`src/design/lgs_pkg.sv`:
```
// Shared types, constants and command structs of the life grid step core.
`timescale 1ns / 1ps

package lgs_pkg;

    // Default grid size.
    localparam int COLS_DEF = 22;
    localparam int ROWS_DEF = 16;

    // Fixed widths of the transaction fields.
    localparam int CMD_W = 2;
    localparam int COL_W = 5;
    localparam int ROW_W = 4;

    // Neighbor counts of the B3/S23 rule.
    localparam logic [3:0] LIFE_BIRTH   = 4'd3;
    localparam logic [3:0] LIFE_SURVIVE = 4'd2;

    // Command codes carried by an input transaction.
    typedef enum logic [CMD_W-1:0] {
        CMD_CLEAR  = 2'd0,
        CMD_TOGGLE = 2'd1,
        CMD_STEP   = 2'd2,
        CMD_READ   = 2'd3
    } t_cmd;

    // Controller to datapath commands.
    typedef struct packed {
        logic latch;       // capture the accepted input transaction
        logic clear;       // mark every row dead
        logic cell_rd;     // issue the read of the addressed row
        logic cell_fin;    // finish a toggle or read with the returned row
        logic sweep_init;  // reset the line buffers and the row counter
        logic sweep_run;   // advance the generation sweep by one row
        logic out_load;    // move the pending result into the output register
    } t_ctl_cmd;

    // Datapath to controller status.
    typedef struct packed {
        logic sweep_last;  // the current sweep cycle writes the last row
        logic out_free;    // the output register can take a result this cycle
    } t_ctl_sts;

endpackage

```
`src/design/lgs_in_if.sv`:
```
// Input channel interface: one command transaction per handshake.
`timescale 1ns / 1ps

interface lgs_in_if;
    logic                      valid;
    logic                      ready;
    logic [lgs_pkg::CMD_W-1:0] cmd;
    logic [lgs_pkg::COL_W-1:0] col;
    logic [lgs_pkg::ROW_W-1:0] row;

    modport source (output valid, output cmd, output col, output row, input ready);
    modport sink   (input valid, input cmd, input col, input row, output ready);
endinterface

```
`src/design/lgs_out_if.sv`:
```
// Output channel interface: one result transaction per command.
`timescale 1ns / 1ps

interface lgs_out_if;
    logic valid;
    logic ready;
    logic alive;

    modport source (output valid, output alive, input ready);
    modport sink   (input valid, input alive, output ready);
endinterface

```
`src/design/lgs_ram.sv`:
```
// Generic single write port, single read port RAM with registered read data.
`timescale 1ns / 1ps

module lgs_ram #(
    parameter int WIDTH = lgs_pkg::COLS_DEF,
    parameter int DEPTH = lgs_pkg::ROWS_DEF
) (
    input  logic                     i_clk,
    input  logic                     i_we,
    input  logic [$clog2(DEPTH)-1:0] i_waddr,
    input  logic [WIDTH-1:0]         i_wdata,
    input  logic                     i_re,
    input  logic [$clog2(DEPTH)-1:0] i_raddr,
    output logic [WIDTH-1:0]         o_rdata
);

    logic [WIDTH-1:0] r_mem [DEPTH];
    logic [WIDTH-1:0] r_rdata;

    // Write port.
    always_ff @(posedge i_clk) begin
        if (i_we) begin
            r_mem[i_waddr] <= i_wdata;
        end
    end

    // Registered read port.
    always_ff @(posedge i_clk) begin
        if (i_re) begin
            r_rdata <= r_mem[i_raddr];
        end
    end

    assign o_rdata = r_rdata;

endmodule

```
`src/design/lgs_ctrl.sv`:
```
// Controller state machine: sequences commands, cell access and the generation sweep.
`timescale 1ns / 1ps

module lgs_ctrl (
    input  logic              i_clk,
    input  logic              i_rst_n,
    input  logic              i_in_valid,
    input  lgs_pkg::t_cmd     i_cmd,
    input  lgs_pkg::t_ctl_sts i_sts,
    output logic              o_in_ready,
    output lgs_pkg::t_ctl_cmd o_ctl
);

    typedef enum logic [4:0] {
        S_IDLE  = 5'b00001,
        S_READ  = 5'b00010,
        S_CELL  = 5'b00100,
        S_SWEEP = 5'b01000,
        S_DONE  = 5'b10000
    } t_state;

    t_state r_state;
    t_state n_state;

    // Next state and command decode.
    always_comb begin
        n_state    = r_state;
        o_ctl      = '0;
        o_in_ready = 1'b0;
        case (r_state)
            S_IDLE: begin
                o_in_ready = 1'b1;
                if (i_in_valid) begin
                    o_ctl.latch = 1'b1;
                    case (i_cmd)
                        lgs_pkg::CMD_CLEAR: begin
                            o_ctl.clear = 1'b1;
                            n_state     = S_DONE;
                        end
                        lgs_pkg::CMD_STEP: begin
                            o_ctl.sweep_init = 1'b1;
                            n_state          = S_SWEEP;
                        end
                        lgs_pkg::CMD_TOGGLE, lgs_pkg::CMD_READ: begin
                            n_state = S_READ;
                        end
                        default: begin
                            n_state = S_DONE;
                        end
                    endcase
                end
            end
            S_READ: begin
                o_ctl.cell_rd = 1'b1;
                n_state       = S_CELL;
            end
            S_CELL: begin
                o_ctl.cell_fin = 1'b1;
                n_state        = S_DONE;
            end
            S_SWEEP: begin
                o_ctl.sweep_run = 1'b1;
                if (i_sts.sweep_last) begin
                    n_state = S_DONE;
                end
            end
            S_DONE: begin
                if (i_sts.out_free) begin
                    o_ctl.out_load = 1'b1;
                    n_state        = S_IDLE;
                end
            end
            default: begin
                n_state = S_IDLE;
            end
        endcase
    end

    // State register.
    always_ff @(posedge i_clk) begin
        if (!i_rst_n) begin
            r_state <= S_IDLE;
        end else begin
            r_state <= n_state;
        end
    end

endmodule

```
`src/design/lgs_dp.sv`:
```
// Datapath: grid memory, row valid bits, line buffers, B3/S23 rule and output register.
`timescale 1ns / 1ps

module lgs_dp #(
    parameter int COLS = lgs_pkg::COLS_DEF,
    parameter int ROWS = lgs_pkg::ROWS_DEF
) (
    input  logic                      i_clk,
    input  logic                      i_rst_n,
    input  lgs_pkg::t_ctl_cmd         i_ctl,
    input  lgs_pkg::t_cmd             i_cmd,
    input  logic [lgs_pkg::COL_W-1:0] i_col,
    input  logic [lgs_pkg::ROW_W-1:0] i_row,
    input  logic                      i_out_ready,
    output lgs_pkg::t_ctl_sts         o_sts,
    output logic                      o_out_valid,
    output logic                      o_out_alive
);

    localparam int AW = $clog2(ROWS);
    localparam int CW = $clog2(COLS);
    localparam int TW = $clog2(ROWS + 2);

    // Latched transaction.
    lgs_pkg::t_cmd             r_op;
    logic [lgs_pkg::COL_W-1:0] r_col;
    logic [lgs_pkg::ROW_W-1:0] r_row;
    logic                      r_inside;

    // Row valid bits; a row that is not valid reads as all dead.
    logic [ROWS-1:0] r_row_vld;
    logic            r_rd_vld;

    // Sweep counter and line buffers.
    logic [TW-1:0]   r_t;
    logic [COLS-1:0] r_prev;
    logic [COLS-1:0] r_cur;

    logic r_pend;
    logic r_out_vld;
    logic r_out_alive;

    // Memory ports.
    logic            ram_we;
    logic [AW-1:0]   ram_waddr;
    logic [COLS-1:0] ram_wdata;
    logic            ram_re;
    logic [AW-1:0]   ram_raddr;
    logic [COLS-1:0] ram_rdata;

    logic [AW-1:0]   w_row_a;
    logic [CW-1:0]   w_col_i;
    logic [COLS-1:0] w_rd_row;
    logic [COLS-1:0] w_mask;
    logic [COLS-1:0] w_cell_new;
    logic            w_alive;
    logic [COLS-1:0] w_nxt;
    logic [COLS+1:0] w_pad_p;
    logic [COLS+1:0] w_pad_c;
    logic [COLS+1:0] w_pad_n;
    logic [COLS-1:0] w_gen;
    logic            w_sweep_rd;
    logic            w_sweep_wr;

    // Population count of the eight neighbors.
    function automatic logic [3:0] f_count8(input logic [7:0] bits);
        logic [3:0] sum;
        sum = 4'd0;
        for (int k = 0; k < 8; k++) begin
            sum = sum + {3'd0, bits[k]};
        end
        return sum;
    endfunction

    lgs_ram #(
        .WIDTH(COLS),
        .DEPTH(ROWS)
    ) u_grid_ram (
        .i_clk  (i_clk),
        .i_we   (ram_we),
        .i_waddr(ram_waddr),
        .i_wdata(ram_wdata),
        .i_re   (ram_re),
        .i_raddr(ram_raddr),
        .o_rdata(ram_rdata)
    );

    // Capture the accepted transaction and check the address against the grid.
    always_ff @(posedge i_clk) begin
        if (i_ctl.latch) begin
            r_op     <= i_cmd;
            r_col    <= i_col;
            r_row    <= i_row;
            r_inside <= (int'(i_col) < COLS) && (int'(i_row) < ROWS);
        end
    end

    assign w_row_a  = AW'(r_row);
    assign w_col_i  = CW'(r_col);
    assign w_rd_row = r_rd_vld ? ram_rdata : '0;

    // Single cell toggle and read.
    assign w_mask     = {{(COLS-1){1'b0}}, 1'b1} << w_col_i;
    assign w_cell_new = w_rd_row ^ w_mask;
    assign w_alive    = r_inside &&
                        ((r_op == lgs_pkg::CMD_TOGGLE) ? w_cell_new[w_col_i]
                                                       : w_rd_row[w_col_i]);

    // Sweep: read row t, write the new row t-2 from the line buffers.
    assign w_sweep_rd = i_ctl.sweep_run && (r_t < TW'(ROWS));
    assign w_sweep_wr = i_ctl.sweep_run && (r_t >= TW'(2));
    assign w_nxt      = ((r_t >= TW'(1)) && (r_t <= TW'(ROWS))) ? w_rd_row : '0;

    assign w_pad_p = {1'b0, r_prev, 1'b0};
    assign w_pad_c = {1'b0, r_cur, 1'b0};
    assign w_pad_n = {1'b0, w_nxt, 1'b0};

    // Apply the rule to every column of the middle row.
    always_comb begin
        logic [3:0] cnt;
        cnt   = 4'd0;
        w_gen = '0;
        for (int c = 0; c < COLS; c++) begin
            cnt = f_count8({w_pad_p[c], w_pad_p[c+1], w_pad_p[c+2],
                            w_pad_c[c],               w_pad_c[c+2],
                            w_pad_n[c], w_pad_n[c+1], w_pad_n[c+2]});
            w_gen[c] = (cnt == lgs_pkg::LIFE_BIRTH) ||
                       (w_pad_c[c+1] && (cnt == lgs_pkg::LIFE_SURVIVE));
        end
    end

    // Memory port selection.
    always_comb begin
        ram_re    = (i_ctl.cell_rd && r_inside) || w_sweep_rd;
        ram_raddr = i_ctl.cell_rd ? w_row_a : AW'(r_t);
        ram_we    = 1'b0;
        ram_waddr = w_row_a;
        ram_wdata = w_cell_new;
        if (w_sweep_wr) begin
            ram_we    = 1'b1;
            ram_waddr = AW'(r_t - TW'(2));
            ram_wdata = w_gen;
        end else if (i_ctl.cell_fin && r_inside && (r_op == lgs_pkg::CMD_TOGGLE)) begin
            ram_we = 1'b1;
        end
    end

    // Row valid bits: cleared by reset and by a clear command, set on each write.
    always_ff @(posedge i_clk) begin
        if (!i_rst_n) begin
            r_row_vld <= '0;
        end else if (i_ctl.clear) begin
            r_row_vld <= '0;
        end else if (ram_we) begin
            r_row_vld[ram_waddr] <= 1'b1;
        end
    end

    // Valid flag that travels with the registered read data.
    always_ff @(posedge i_clk) begin
        if (ram_re) begin
            r_rd_vld <= r_row_vld[ram_raddr];
        end
    end

    // Sweep counter and line buffers.
    always_ff @(posedge i_clk) begin
        if (i_ctl.sweep_init) begin
            r_t    <= '0;
            r_prev <= '0;
            r_cur  <= '0;
        end else if (i_ctl.sweep_run) begin
            r_t    <= r_t + TW'(1);
            r_prev <= r_cur;
            r_cur  <= w_nxt;
        end
    end

    // Pending result of the current transaction.
    always_ff @(posedge i_clk) begin
        if (i_ctl.latch) begin
            r_pend <= 1'b0;
        end else if (i_ctl.cell_fin) begin
            r_pend <= w_alive;
        end
    end

    // Output register.
    always_ff @(posedge i_clk) begin
        if (!i_rst_n) begin
            r_out_vld <= 1'b0;
        end else if (i_ctl.out_load) begin
            r_out_vld <= 1'b1;
        end else if (i_out_ready) begin
            r_out_vld <= 1'b0;
        end
    end

    always_ff @(posedge i_clk) begin
        if (i_ctl.out_load) begin
            r_out_alive <= r_pend;
        end
    end

    assign o_out_valid      = r_out_vld;
    assign o_out_alive      = r_out_alive;
    assign o_sts.out_free   = !r_out_vld || i_out_ready;
    assign o_sts.sweep_last = (r_t == TW'(ROWS + 1));

`ifndef NO_ASSERTIONS
    // A sweep never writes the row it is reading.
    a_no_rw_clash: assert property (@(posedge i_clk) disable iff (!i_rst_n)
        (ram_we && ram_re) |-> (ram_waddr != ram_raddr))
        else $error("grid RAM read and write at the same row");

    // A clear leaves every row dead.
    a_clear_all: assert property (@(posedge i_clk) disable iff (!i_rst_n)
        i_ctl.clear |=> (r_row_vld == '0))
        else $error("row valid bits not cleared");

    // Outside a sweep only an in-grid toggle writes the grid.
    a_cell_write: assert property (@(posedge i_clk) disable iff (!i_rst_n)
        (ram_we && !i_ctl.sweep_run) |-> ((r_op == lgs_pkg::CMD_TOGGLE) && r_inside))
        else $error("unexpected grid write");
`endif

endmodule

```
`src/design/life_grid_generation_step_core.sv`:
```
// Top level of the life grid step core: controller, datapath and channel interfaces.
//
//  Channel | Dir | Fields         | Transaction
//  i_item  | in  | cmd, col, row  | one command (clear, toggle, step, read)
//  o_res   | out | alive          | one result per command
//
// A clear passes through DONE, a toggle or read through READ, CELL and DONE, a generation step
// through SWEEP and DONE: the sweep reads one grid row per cycle from the single read port.
// Synchronous active-low reset marks every row dead through per-row valid bits.
// A new command is taken only when the previous one has moved into the output
// register; that register may still wait for o_res.ready while the next command runs.
`timescale 1ns / 1ps

module life_grid_generation_step_core #(
    parameter int COLS = lgs_pkg::COLS_DEF,
    parameter int ROWS = lgs_pkg::ROWS_DEF
) (
    input logic      i_clk,
    input logic      i_rst_n,
    lgs_in_if.sink   i_item,
    lgs_out_if.source o_res
);

    lgs_pkg::t_ctl_cmd ctl;
    lgs_pkg::t_ctl_sts sts;
    lgs_pkg::t_cmd     in_cmd;

    assign in_cmd = lgs_pkg::t_cmd'(i_item.cmd);

    lgs_ctrl u_ctrl (
        .i_clk     (i_clk),
        .i_rst_n   (i_rst_n),
        .i_in_valid(i_item.valid),
        .i_cmd     (in_cmd),
        .i_sts     (sts),
        .o_in_ready(i_item.ready),
        .o_ctl     (ctl)
    );

    lgs_dp #(
        .COLS(COLS),
        .ROWS(ROWS)
    ) u_dp (
        .i_clk      (i_clk),
        .i_rst_n    (i_rst_n),
        .i_ctl      (ctl),
        .i_cmd      (in_cmd),
        .i_col      (i_item.col),
        .i_row      (i_item.row),
        .i_out_ready(o_res.ready),
        .o_sts      (sts),
        .o_out_valid(o_res.valid),
        .o_out_alive(o_res.alive)
    );

endmodule

```
`src/flat_wrapper.sv`:
```
// flat-port wrapper written by rule: the top's interface ports become plain ports
module life_grid_generation_step_core_flat 
#(
    parameter int COLS = lgs_pkg::COLS_DEF,
    parameter int ROWS = lgs_pkg::ROWS_DEF
)
  (i_clk, i_rst_n, i_item_valid, i_item_cmd, i_item_col, i_item_row, i_item_ready, o_res_valid, o_res_alive, o_res_ready);
  lgs_in_if i_item_i ();
  lgs_out_if o_res_i ();
  input logic i_clk;
  input logic i_rst_n;
  input wire logic [$bits(i_item_i.valid)-1:0] i_item_valid;
  input wire logic [$bits(i_item_i.cmd)-1:0] i_item_cmd;
  input wire logic [$bits(i_item_i.col)-1:0] i_item_col;
  input wire logic [$bits(i_item_i.row)-1:0] i_item_row;
  output wire logic [$bits(i_item_i.ready)-1:0] i_item_ready;
  output wire logic [$bits(o_res_i.valid)-1:0] o_res_valid;
  output wire logic [$bits(o_res_i.alive)-1:0] o_res_alive;
  input wire logic [$bits(o_res_i.ready)-1:0] o_res_ready;
  assign i_item_i.valid = i_item_valid;
  assign i_item_i.cmd = i_item_cmd;
  assign i_item_i.col = i_item_col;
  assign i_item_i.row = i_item_row;
  assign i_item_ready = i_item_i.ready;
  assign o_res_valid = o_res_i.valid;
  assign o_res_alive = o_res_i.alive;
  assign o_res_i.ready = o_res_ready;
  life_grid_generation_step_core #(.COLS(COLS), .ROWS(ROWS)) u_core (.i_clk(i_clk), .i_rst_n(i_rst_n), .i_item(i_item_i), .o_res(o_res_i));
endmodule
```
`config.mk`:
```
export PLATFORM = sky130hd
export DESIGN_NAME = life_grid_generation_step_core_flat
export DESIGN_NICKNAME = d
export VERILOG_FILES = /design/src/design/lgs_pkg.sv /design/src/design/lgs_in_if.sv /design/src/design/lgs_out_if.sv /design/src/design/lgs_ram.sv /design/src/design/lgs_ctrl.sv /design/src/design/lgs_dp.sv /design/src/design/life_grid_generation_step_core.sv /design/src/flat_wrapper.sv
export SDC_FILE = /design/constraint.sdc
export NUM_CORES = 1
export LEC_CHECK = 0
export BUFFER_PORTS_ARGS = -buffer_cell sky130_fd_sc_hd__buf_2
export CAP_MARGIN = 20
export CORE_ASPECT_RATIO = 0.7
export CORE_MARGIN = 2
export CORE_UTILIZATION = 62
export CTS_CLUSTER_SIZE = 30
export DETAILED_ROUTE_END_ITERATION = 10
export GPL_ROUTABILITY_DRIVEN = 0
export PLACE_DENSITY_LB_ADDON = 0.2
export SYNTH_ARGS = -nofsm -noshare
export SYNTH_HDL_FRONTEND = slang
export SYNTH_SLANG_ARGS = --single-unit
```
`constraint.sdc`:
```
create_clock -name i_clk -period 11.2 [get_ports i_clk]
set_input_delay 1.68 -clock i_clk [delete_from_list [all_inputs] [get_ports i_clk]]
set_output_delay 1.68 -clock i_clk [all_outputs]
set_load 0.05 [all_outputs]
```
Word-level counts from Yosys, hierarchy flattened
Memories as Yosys holds them, arrays and structs flattened. A register that Yosys moved wholly into a read port is not among the register bits.
Cells that the tools add are included.
- add/sub/neg operators: 149
- $lt $le $gt $ge: 9
- equal/unequal tests: 57
- shift-type cells: 1
- multiplexer cells: 37
- bitwise gates (word level): 3
- reduce and logical (&&, ||, !) cells: 60
- operator list (operator ; count):
    $add A4 B1 Y4 ; 84
    $eq A4 B2 Y1 const B ; 44
    $add A3 B1 Y4 ; 21
    $mux W22 ; 3
    $add A2 B1 Y3 ; 21
    $add A1 B1 Y2 ; 21
    $logic_and A1 B1 Y1 ; 30
    $pmux W5 S5 ; 1
    $logic_or A1 B1 Y1 ; 24
    $shl A1 B5 Y22 const A ; 1
    $xor A22 B22 Y22 ; 1
    $mux W1 ; 21
    $or A16 B16 Y16 ; 1
    $mux W5 ; 3
    $pmux W5 S3 ; 1
    $bmux W1 S5 ; 2
    $eq A5 B5 Y1 const B ; 2
    $lt A4 B5 Y1 const B ; 2
    $lt A5 B5 Y1 const B ; 2
    $mux W4 ; 2
    $lt A5 B6 Y1 const B ; 1
    $add A5 B1 Y5 const B ; 1
    $eq A5 B1 Y1 const B ; 1
    $eq A5 B2 Y1 const B ; 1
    20 further kinds ; 25
- flip-flop bits (word level): 86
- memory bits (writable): 352
- bits of input ports: 15
- output and inout port bits: 3
- word-level logic and storage cells: 330
- memories: 1
- memories (name ; depth ; width ; read ports ; clocked after Yosys merged registers in ; wr ports ; RTL line ; RTL):
    u_core.u_dp.u_grid_ram.r_mem ; 16 ; 22 ; 1 ; 1 ; 1 ; lgs_ram.sv:17 ; logic [WIDTH-1:0] r_mem [DEPTH];

Logic depth before layout (Yosys ltp)
- word-level depth: 14
- mapped depth: 22
- mapped depth without buffers: 20

By module
A second synthesis with hierarchy kept.
- cells, all modules: 1492
- area total of the unflattened synthesis: 22240.1 µm²
- modules (own cells, without submodules) (module ; instances ; cells an instance ; area each (µm²) ; seq. area each (µm²)):
    lgs_ram ; 1 ; 583 ; 14042.2 ; 11230.8
    lgs_dp ; 1 ; 864 ; 7815.0 ; 1761.7
    lgs_ctrl ; 1 ; 45 ; 382.9 ; 100.1

Worst setup path after synthesis
No wires, ideal clock.
- kind: register to register
- from: reg u_core.u_dp.r_t[1]
- to: mem u_core.u_dp.u_grid_ram.r_mem[0][20] (netlist name) (data pin)
- setup time: 0.330 ns
- data arrival time: 5.001 ns
- data required time: 10.870 ns
- setup slack: 5.869 ns
- stages on the path, launching flop included: 20
- path buffers: 2
- period minus slack after synthesis: 5.331 ns
- cell sequence: dfxtp_1 > clkbuf_1 > inv_1 > ha_1 > nor3b_1 > o21ai_1 > and2_1 > buf_2 > nand2_1 > inv_1 > ha_1 > inv_1 > fa_1 > fa_1 > inv_1 > fa_1 > inv_1 > fa_1 > or4_1 > o21ai_0
- cells in the longest elaborated chain, start to end: 14
- elaborated cells on any way between the ends: 18
- those cells by class: add/sub: 7; order compare: 3; eq/ne: 2; mux: 2; reduce/logical: 4
- RTL lines (what ; RTL line ; RTL):
    start: declaration ; lgs_dp.sv:35 ; logic [TW-1:0] r_t;
    start signal: assignment ; lgs_dp.sv:173 ; r_t <= r_t + TW'(1);
    $ge A5 B1 Y1 or $le A5 B5 Y1 (tied branches) ; lgs_dp.sv:112 ; assign w_nxt = ((r_t >= TW'(1)) && (r_t <= TW'(ROWS))) ? w_rd_row : '0;
    $logic_and A1 B1 Y1 * ; lgs_dp.sv:112 ;
    $mux W22 * ; lgs_dp.sv:112 ;
    named net u_core.u_dp.w_nxt[20] ; lgs_dp.sv:57 ; logic [COLS-1:0] w_nxt;
    $add A1 B1 Y2 * ; lgs_dp.sv:70 ; sum = sum + {3'd0, bits[k]};
    $add A4 B1 Y4 * (6 in a row) ; lgs_dp.sv:70 ;
    $eq A4 B2 Y1 ; lgs_dp.sv:128 ; (w_pad_c[c+1] && (cnt == lgs_pkg::LIFE_SURVIVE));
    $logic_and A1 B1 Y1 ; lgs_dp.sv:128 ;
    $logic_or A1 B1 Y1 * ; lgs_dp.sv:127 ; w_gen[c] = (cnt == lgs_pkg::LIFE_BIRTH) ||
    $mux W22 * ; lgs_dp.sv:139 ; if (w_sweep_wr) begin
    named net u_core.u_dp.ram_wdata[20] ; lgs_dp.sv:46 ; logic [COLS-1:0] ram_wdata;
    end: declaration ; lgs_ram.sv:17 ;
Mark *: on every way through the listed nets, which the timed path passes. The rest lies on a longest branch.

Worst setup path after layout
- from: reg u_core.u_dp.r_t[1]
- to: mem u_core.u_dp.u_grid_ram.r_mem[2][20] (netlist name) (data pin)
The elaborated chain is that of the path after synthesis.

==> run summary <==
Outcome - finished, violations left
Failing checks - design-rule violations
Power, Total - 4.35 mW
Register bit count reported by yosys - 460
Largest net degree at the start of global routing - 70
Hold Vio Cnt, Final - 0
Min cycle time layout - 5.80 ns
Syn avg cell area - 12.1 sq um
Hold Buf Count CTS - 0
Worst R2R Setup Slack - 5.40 ns
Hold slack - 0.475 ns
Average wire per standard cell - 24.1 microns
Initial antenna violation count - 1
Num rows - 58
Post-CTS Resized - 0
First-pass GRT wire length - 88700 microns
Slew at the pin closest to its max-slew limit - 1.08 ns
Main synth FF type - edfxtp_1
Vias in the first global route - 15000
Final net count - 2039
Worst slew margin - 27.9%
Area delta synth->final - 9.81%
Library cells used by synthesis - 71
RSZ-0062 raised after global routing - false
Port Buffers - 17
Avg Vias per Cell - 6.50
Worst skew pair latency - 0.57 ns
Number of flops mapped to enable cells by yosys - 388
H-tree depth - 2
Share of the synthesized area in the top cell type - 52.1%
DRT iter0 DRCs - 2038
Starting Density - 62.6%
Period utilization - 51.8%
Synth top area cells - edfxtp_1 52%, fa_1 7.5%, dfxtp_1 6.4%
Asr flop ratio synth - 0%
Max Fclk - 0.172 GHz
Routed Antenna Nets - 0
Postcts setup bufs - 0
Cell area after layout - 24500 sq um
Setup CP Type - flop to flop
Synth Warn # - 0
Root Driver - clkbuf_16
CP Launch Type - flop
Worst VDD drop - 0.000125 V
Post-synthesis sequential area ratio - 58.6%
Fillers - 2507
Worst Setup End Kind - flop
Worst Setup Slack, final - 5.40 ns
Synth cell count leaders - 388 x edfxtp_1, 305 x nand2_1, 128 x inv_1
Clock buffer depth - 3
Req. time, crit path - 11.60 ns
Final Slew Violations - 0
Die Height - 163 microns
Mapped cell area - 22400 sq um
Power Density - 177 nW/um^2
Placed cell areas - 23100 sq um
Post-DP HPWL - 35200 microns
GRT Overall Usage - 31.3%
Mapped Cells - 1851
Total of max-cap violations - 0
Die area - 37600 sq um
DRC errors left - 1
Setup TNS - 0 ns
Post-Place Worst Slack - 5.50 ns
Die outline width - 231 microns
Placed insts - 2307
Ports - 18
Count leader, synth - edfxtp_1
Crit path arrival time - 6.21 ns
Syn Nets - 2018
Num Clock Sinks - 460
DRT Pass-1 Iters - 8
Yosys top cell by area - edfxtp_1
Final core area utilization - 68.7%
Clock Skew - 0.0115 ns
Worst-path fanout max - 20
Min-delay worst type - flop to flop
GR Overflow Total - 0
Final setup viols - 0
Detailed Route WL - 57600 microns
Layout cells sized above 1 - 10.1%
TritonCTS clock tree - done
Non-Filler Instances - 2387
Core footprint - 35700 sq um
DR vias - 15500
Worst-path clk slew - 0.06 ns
Total CTS buffers - 43
Static Leak - 9.09 nW
==> final cells by class <==
class                   instances  area [sq um]  area share (%)
clock buffers                  51          1130            4.59
clock inverters                27           283            1.15
well taps                     480           601            2.45
multi-input cells            1159          8400            34.2
diodes                          2          5.00          0.0204
repair buffers                 80           558            2.27
inverters                     128           480            1.96
flip-flops and latches        460         13100            53.3
==> worst max-delay path, stage by stage (launching register included) <==
cell and delay [ns]:
dfxtp_1 0.60, inv_1 0.34, ha_1 0.27, nor3b_1 0.14
nor3b_1 0.24, o21ai_1 0.10, buf_4 0.22, and2_1 0.18
buf_4 0.21, nand2_1 0.15, inv_1 0.08, ha_1 0.27
inv_1 0.10, fa_1 0.45, fa_1 0.50, inv_1 0.05
fa_1 0.38, inv_1 0.09, fa_1 0.39, or4_1 0.55
o21ai_0 0.10, buf_4 0.23
==> worst paths after layout <==
kind              depth (start not counted)                             startpoint                                       endpoint
setup / recovery                         21        u_core.u_dp.r_t[1]$_SDFFE_PP0N_  u_core.u_dp.u_grid_ram.r_mem[2][20]$_DFFE_PP_
hold / removal                            1  u_core.u_dp.r_row_vld[7]$_SDFFE_PP0N_          u_core.u_dp.r_row_vld[7]$_SDFFE_PP0N_
setup reg to reg                         21        u_core.u_dp.r_t[1]$_SDFFE_PP0N_  u_core.u_dp.u_grid_ram.r_mem[2][20]$_DFFE_PP_
hold reg to reg                           1  u_core.u_dp.r_row_vld[7]$_SDFFE_PP0N_          u_core.u_dp.r_row_vld[7]$_SDFFE_PP0N_
==> placed cells by master, fill, tap and decap left out, types with 7 or more instances in the layout <==
cell type	instances
inv_1	128
nand4_1	7
a21oi_1	64
ha_1	68
o32ai_1	23
o2111ai_1	24
a41o_1	22
a31oi_1	39
nor3_1	11
o21ai_0	70
fa_1	84
xor2_1	13
o221ai_1	23
clkbuf_1	7
edfxtp_1	388
xnor2_1	15
nor2b_1	10
nand2_1	305
clkinv_1	8
dfxtp_1	72
nor3b_1	7
o21a_1	17
o21bai_1	22
nor2_2	17
clkbuf_16	44
nor2_1	55
a211oi_1	25
nand3_1	111
buf_2	17
o22ai_1	22
clkinv_2	9
buf_4	63
a221oi_1	24
==> logic make-up after synthesis <==
family	Yosys count	share of synthesized area, %
and+or+nand+nor	554	10.9
AOI/OAI and AO/OA	413	13.0
xor gates and xnor gates	28	1.10
muxes	12	0.789
DFF	460	58.6
adders and majority gates	152	11.3
buffers and inverters	232	4.39
==> routing by layer <==
metal	wire, microns	vias to the layer above	track usage [%]
li1	-	6859	-
met1	24300	7689	47.3
met2	25500	848	45.9
met3	6500	116	6.79
met4	1320	0	8.86
met5	0	-	0
==> registers in the layout, summed over array words and instances, names as in the netlist <==
register	flops
u_core.u_dp.u_grid_ram.r_mem	352
u_core.u_dp.r_cur	22
u_core.u_dp.r_prev	22
u_core.u_dp.u_grid_ram.o_rdata	22
u_core.u_dp.r_row_vld	16
u_core.u_ctrl.r_state	5
u_core.u_dp.r_col	5
u_core.u_dp.r_t	5
u_core.u_dp.r_row	4
u_core.u_dp.r_op	2
u_core.u_dp.o_out_alive	1
u_core.u_dp.o_out_valid	1
u_core.u_dp.r_inside	1
u_core.u_dp.r_pend	1
u_core.u_dp.r_rd_vld	1
==> report_power, final <==
group | internal, mW | switching [mW]
combinational | 0.297 | 0.617
sequential | 1.90 | 0.0544
clock | 0.839 | 0.642
total | 3.04 | 1.31
Power figures use the tool's default switching activity.
